<file path="src/rtl/pcaf_pkg.sv">
// ============================================================================
// pcaf_pkg
// Shared types and constants for the paced chunk audio FIFO: operation codes,
// configuration register indexes, reset values and the command and status
// groups between the controller and the datapath.
// ============================================================================
package pcaf_pkg;

    // Sizing defaults for the top level.
    localparam int DEPTH_DEFAULT = 1024;
    localparam int CHUNK_DEFAULT = 64;

    // Field widths.
    localparam int SAMPLE_W = 16;
    localparam int TIME_W   = 32;
    localparam int CFG_W    = 16;
    localparam int OP_W     = 2;
    localparam int CFG_IDX_W = 1;

    // Configuration register indexes.
    localparam logic [CFG_IDX_W-1:0] CFG_FIRST_DELAY  = 1'b0;
    localparam logic [CFG_IDX_W-1:0] CFG_POP_INTERVAL = 1'b1;

    // Configuration reset values in milliseconds.
    localparam logic [CFG_W-1:0] FIRST_DELAY_RST  = 16'd80;
    localparam logic [CFG_W-1:0] POP_INTERVAL_RST = 16'd100;

    // Input operation codes.
    typedef enum logic [OP_W-1:0] {
        OP_PUSH  = 2'd0,
        OP_POP   = 2'd1,
        OP_CLEAR = 2'd2
    } opcode_t;

    // Controller states.
    typedef enum logic {
        ST_IDLE   = 1'b0,
        ST_STREAM = 1'b1
    } ctrl_state_t;

    // Commands from the controller to the datapath.
    typedef struct packed {
        logic push;
        logic clear;
        logic grant;
        logic refuse;
        logic stream;
    } ctrl_cmd_t;

    // Status from the datapath to the controller.
    typedef struct packed {
        logic rd_busy;
        logic grant_ok;
        logic last_issue;
    } dp_status_t;

endpackage

</file>
<file path="src/rtl/pcaf_ctrl.sv">
// ============================================================================
// pcaf_ctrl
// Controller of the paced chunk audio FIFO. Accepts input transactions,
// decodes the operation and sequences the read-out of a granted chunk.
// ============================================================================
module pcaf_ctrl (
    input  logic                          clk,
    input  logic                          rst_n,
    input  logic                          s_tvalid,
    output logic                          s_tready,
    input  logic [pcaf_pkg::OP_W-1:0]     opcode,
    input  pcaf_pkg::dp_status_t          status,
    output pcaf_pkg::ctrl_cmd_t           cmd
);
    import pcaf_pkg::*;

    ctrl_state_t state_reg;
    ctrl_state_t state_next;
    opcode_t     op;

    assign op = opcode_t'(opcode);

    // State register.
    always_ff @(posedge clk or negedge rst_n)
    begin
        if (!rst_n)
        begin
            state_reg <= ST_IDLE;
        end
        else
        begin
            state_reg <= state_next;
        end
    end

    // Next state and commands.
    always_comb
    begin
        state_next = state_reg;
        cmd        = '0;
        s_tready   = 1'b0;
        unique case (state_reg)
            ST_IDLE:
            begin
                // A pop needs the read stage free for its first result.
                s_tready = !status.rd_busy;
                if (s_tvalid && !status.rd_busy)
                begin
                    unique case (op)
                        OP_PUSH:  cmd.push  = 1'b1;
                        OP_CLEAR: cmd.clear = 1'b1;
                        OP_POP:
                        begin
                            if (status.grant_ok)
                            begin
                                cmd.grant  = 1'b1;
                                state_next = ST_STREAM;
                            end
                            else
                            begin
                                cmd.refuse = 1'b1;
                            end
                        end
                        default: ;
                    endcase
                end
            end
            ST_STREAM:
            begin
                cmd.stream = 1'b1;
                if (status.last_issue)
                begin
                    state_next = ST_IDLE;
                end
            end
            default: state_next = ST_IDLE;
        endcase
    end

endmodule

</file>
<file path="config.mk">
export PLATFORM = sky130hd
export DESIGN_NAME = pcaf_ctrl
export DESIGN_NICKNAME = d
export VERILOG_FILES = /design/src/rtl/pcaf_pkg.sv /design/src/rtl/pcaf_ctrl.sv
export SDC_FILE = /design/constraint.sdc
export NUM_CORES = 1
export LEC_CHECK = 0
export CORE_AREA = 2 2 39 41
export CTS_CLUSTER_SIZE = 16
export DETAILED_ROUTE_END_ITERATION = 10
export DIE_AREA = 0 0 41 43
export DONT_BUFFER_PORTS = 1
export GPL_ROUTABILITY_DRIVEN = 0
export GPL_TIMING_DRIVEN = 1
export PLACE_DENSITY = 0.3
export SYNTH_ARGS = -nofsm -noshare
export SYNTH_HDL_FRONTEND = slang
export SYNTH_SLANG_ARGS = --single-unit
</file>
<file path="constraint.sdc">
create_clock -name clk -period 1.4 [get_ports clk]
set_input_delay 0.14 -clock clk [delete_from_list [all_inputs] [get_ports clk]]
set_output_delay 0.14 -clock clk [all_outputs]
set_load 0.01 [all_outputs]
</file>
# After elaboration in Yosys (flattened, before gate mapping)
# Index checks and enable logic that the tools add are counted.
# totals
register_bits	1
input_bits	8
output_inout_bits	6
word_cells	20
# classes
eq_ne	2
n_mux	13
n_bitwise	1
n_reduce_logical	3
# op_table
op	count
1-bit two-way mux	9
4-bit two-way mux	2
2-bit by 1-bit equality test with 1-bit output (second input constant)	1
2-bit equality test (second input constant)	1
2-bit logical NOT	1
2-bit two-way mux	1
1-bit case mux with 2 select lines	1
1-bit logical AND	1
1-bit logical NOT	1
1-bit NOT	1

# Depth between registers and ports, before layout
# depth
depth_word	4
depth_mapped	2
depth_no_buf	2

# Worst setup path after synthesis
# OpenSTA, ideal clock, no wires.
# synth_timing
path_type	register -> output
start	register state_reg
end	output port cmd[1] (netlist name)
arrival_time_ns	1.121
required_ns	1.260
slack_ns	0.139
stages_incl_launch_ff	3
n_path_buf	0
path_cell_list	dfrtp_1 > or4b_4 > nor3b_2
# synth_rtl
element	line	text
start, declared	pcaf_ctrl.sv:17	ctrl_state_t state_reg;
start signal, assigned	pcaf_ctrl.sv:32	state_reg <= state_next;
end, declared	pcaf_ctrl.sv:13	output pcaf_pkg::ctrl_cmd_t cmd

==> results.py <==
metrics = {
    "synth": {
        "ys_ff_latch": 1,
        "synth_flop_cell": "dfrtp_1",
        "yosys_warnings": 0,
        "syn-num-nets": 19,
        "ys_async_sr_fraction_pct": 100,
        "yosys.area.top_type": "dfrtp_1",
        "synth_edf_count": 0,
        "synth_seq_area_share_pct": 26.7,
        "ys_types": 9,
        "synth_top_area_share_pct": 26.7,
        "synthMostInstantiatedCell": "nor2_1",
        "yosys-top-cells-area": "dfrtp_1, or4b_4, nor3b_2, nor2_1, and4b_1",
        "syn_area_um2": 93.8,
        "synth_cells": 11,
        "syn_avg_cell_area_um2": 8.53,
    },
    "power_and_ir_drop": {
        "switchingPower_mw": 0.0108,
        "power_mw": 0.0530,
        "switching_share_pct": 20.4,
        "powerDensity_nw_per_um2": 385,
        "leakage_nw": 0.0545,
        "comb_power_share_pct": 39.3,
        "power.share.clock_pct": 0,
        "pwr-share-seq_pct": 60.7,
        "intPower_mw": 0.0422,
        "ir_drop_uv": 154,
    },
    "status": {
        "status": "completed",
    },
    "global_routing": {
        "antenna_found_initial": 0,
        "grt_pass1_vias": 97,
        "grt_usage_pct": 3.51,
        "grt_overflow": 0,
        "grt_pass1_wl_um": 420,
        "grt_max_degree": 5,
    },
    "finish": {
        "largest_reg_flops": 1,
        "layout-area-overhead-vs-synth_pct": 46.7,
        "nets": 23,
        "postLayoutCellArea_um2": 138,
        "multi_input_area_um2": 63.8,
        "n_fill_cell": 150,
        "antenna_cells": 0,
        "fin_util_pct": 9.95,
        "final_cells": 29,
        "drive_above_1_share_pct": 30.8,
        "regArea_um2": 25.0,
    },
    "floorplan": {
        "die_x_um": 41,
        "ios": 14,
        "die_h_um": 43,
        "core_area_um2": 1380,
        "rows": 14,
        "start_util_pct": 6.78,
        "die_area_um2": 1760,
    },
    "place": {
        "pre_cts_slack_ns": 0.00556,
        "dp_hpwl_um": 322,
        "portBuffers": 0,
        "dpl-instance-area_um2": 121,
        "numPlacedInstances": 28,
    },
    "sta": {
        "period_share_pct": 96.5,
        "final-hold-violation-count": 0,
        "tns_ns": 0,
        "rsz0062_at_grt": "no",
        "fmax_ghz": 0.740,
        "drv_slew": 0,
        "slew_headroom_pct": 85.9,
        "whs_ns": 0.250,
        "fin_skew_ns": 0,
        "worst_slew_pin_slew_ns": 0.211,
        "setup_ws_ns": 0.0489,
        "setup_violations": 0,
        "finalCriticalPeriod_ns": 1.35,
    },
    "routing": {
        "routedWlPerCell_um": 11.4,
        "via_count": 95,
        "drc_errors": 0,
        "wirelength_um": 331,
        "drtPass1Iterations": 4,
        "postRouteAntennaNets": 0,
        "drt-initial-drc-count": 2,
        "viasPerCell": 3.28,
    },
    "worst_setup_path": {
        "crit_type": "flip-flop to output pin",
        "cp_top_family": "simple AND/OR/NAND/NOR gates",
        "r2r_start": "state_reg$_DFF_PN0_",
        "cp_data_arrival_time_ns": 1.21,
        "r2r_cells": 2,
        "cp-start-kind": "flip-flop",
        "worstPathRequired_ns": 1.26,
        "cpPeakStageDelay_ns": 0.54,
        "end_kind": "output pin",
        "critPathMaxFanout": 4,
        "critPathBufInv": 0,
        "r2r-end": "state_reg$_DFF_PN0_",
        "path_cells": "or4b_4 -> nor3b_4",
        "r2r_setup_slack_ns": 0.20,
        "crit_slowest_cell": "or4b_4",
    },
    "hold_path": {
        "min_from": "status[0]",
        "hold_end": "state_reg$_DFF_PN0_",
        "hold_depth": 1,
        "hp-class": "input pin to flip-flop",
    },
    "clock_tree": {
        "clk_pin_slew_ns": 0,
        "clock_latency_ns": 0,
    },
    "run": {
        "cap_violations": 0,
    },
}
cell type report:
cell class | instances | area share [%]
tap | 16 | 14.5
timing repair buffer | 3 | 18.2
sequential | 1 | 18.2
inverter | 1 | 2.73
multi-input combinational | 8 | 46.4
metal layers:
layer | vias to the layer above | global-route usage, % | part of all wire (%)
met5 | - | 0 | 0
met4 | 0 | 0 | 0
met3 | 0 | 2.09 | 33
met2 | 16 | 2.81 | 18
met1 | 34 | 7.03 | 49
li1 | 45 | - | -
cells in the final DEF (no fill, tap or decap), drive strengths merged:
master       netlist  final
nand2              1      1
inv                1      1
or4b               1      1
nor2               3      3
and4b              1      1
nor3b              1      1
buf                1      2
o22ai              1      1
dfrtp              1      1
dlygate4sd3        0      1
worst register-to-register path, delay by kind of cell (launching register included):
kind,cells,cell delay [ns]
and+or+nand+nor,1,0.54
DFF,1,0.42
AOI/OAI and AO/OA,1,0.15
power by group through the flow:
stage / registers (mW) / logic (mW) / clock network [mW]
2_1_floorplan: 0.0313 / 0.0132 / 0
3_3_place_gp: 0.0322 / 0.0169 / 0
3_5_place_dp: 0.0322 / 0.0170 / 0
4_1_cts: 0.0322 / 0.0198 / 0
5_1_grt: 0.0324 / 0.0225 / 0
6_report: 0.0322 / 0.0208 / 0
logic make-up (layout without fill, tap and decap cells):
kind of cell	Yosys count	in the layout	share of synthesized area [%]
and+or+nand+nor	7	7	54.7
AOI/OAI and AO/OA	1	1	6.67
DFF	1	1	26.7
buffers and inverters	2	4	12.0
how the worst max path moves through the flow:
| stage | depth (start not counted) | slack, ns | startpoint | to |
|---|---|---|---|---|
| 2_1_floorplan | 2 | 0.14 | state_reg$_DFF_PN0_ | cmd[1] |
| 3_3_place_gp | 2 | 0.009 | state_reg$_DFF_PN0_ | cmd[1] |
| 3_5_place_dp | 2 | 0.006 | state_reg$_DFF_PN0_ | cmd[1] |
| 4_1_cts | 2 | 0.004 | state_reg$_DFF_PN0_ | cmd[1] |
| 5_1_grt | 2 | 0.009 | state_reg$_DFF_PN0_ | cmd[1] |
| 6_report | 2 | 0.05 | state_reg$_DFF_PN0_ | cmd[1] |
repair_timing:
item / in CTS / in global routing
buffers inserted: 0 / 0
resized for setup: 0 / 1
setup endpoints to repair: 0 / 1
endpoints found under the hold margin: 1 / 0
hold buffers: 1 / 0
Note: power is estimated with default switching activity, not from simulation.
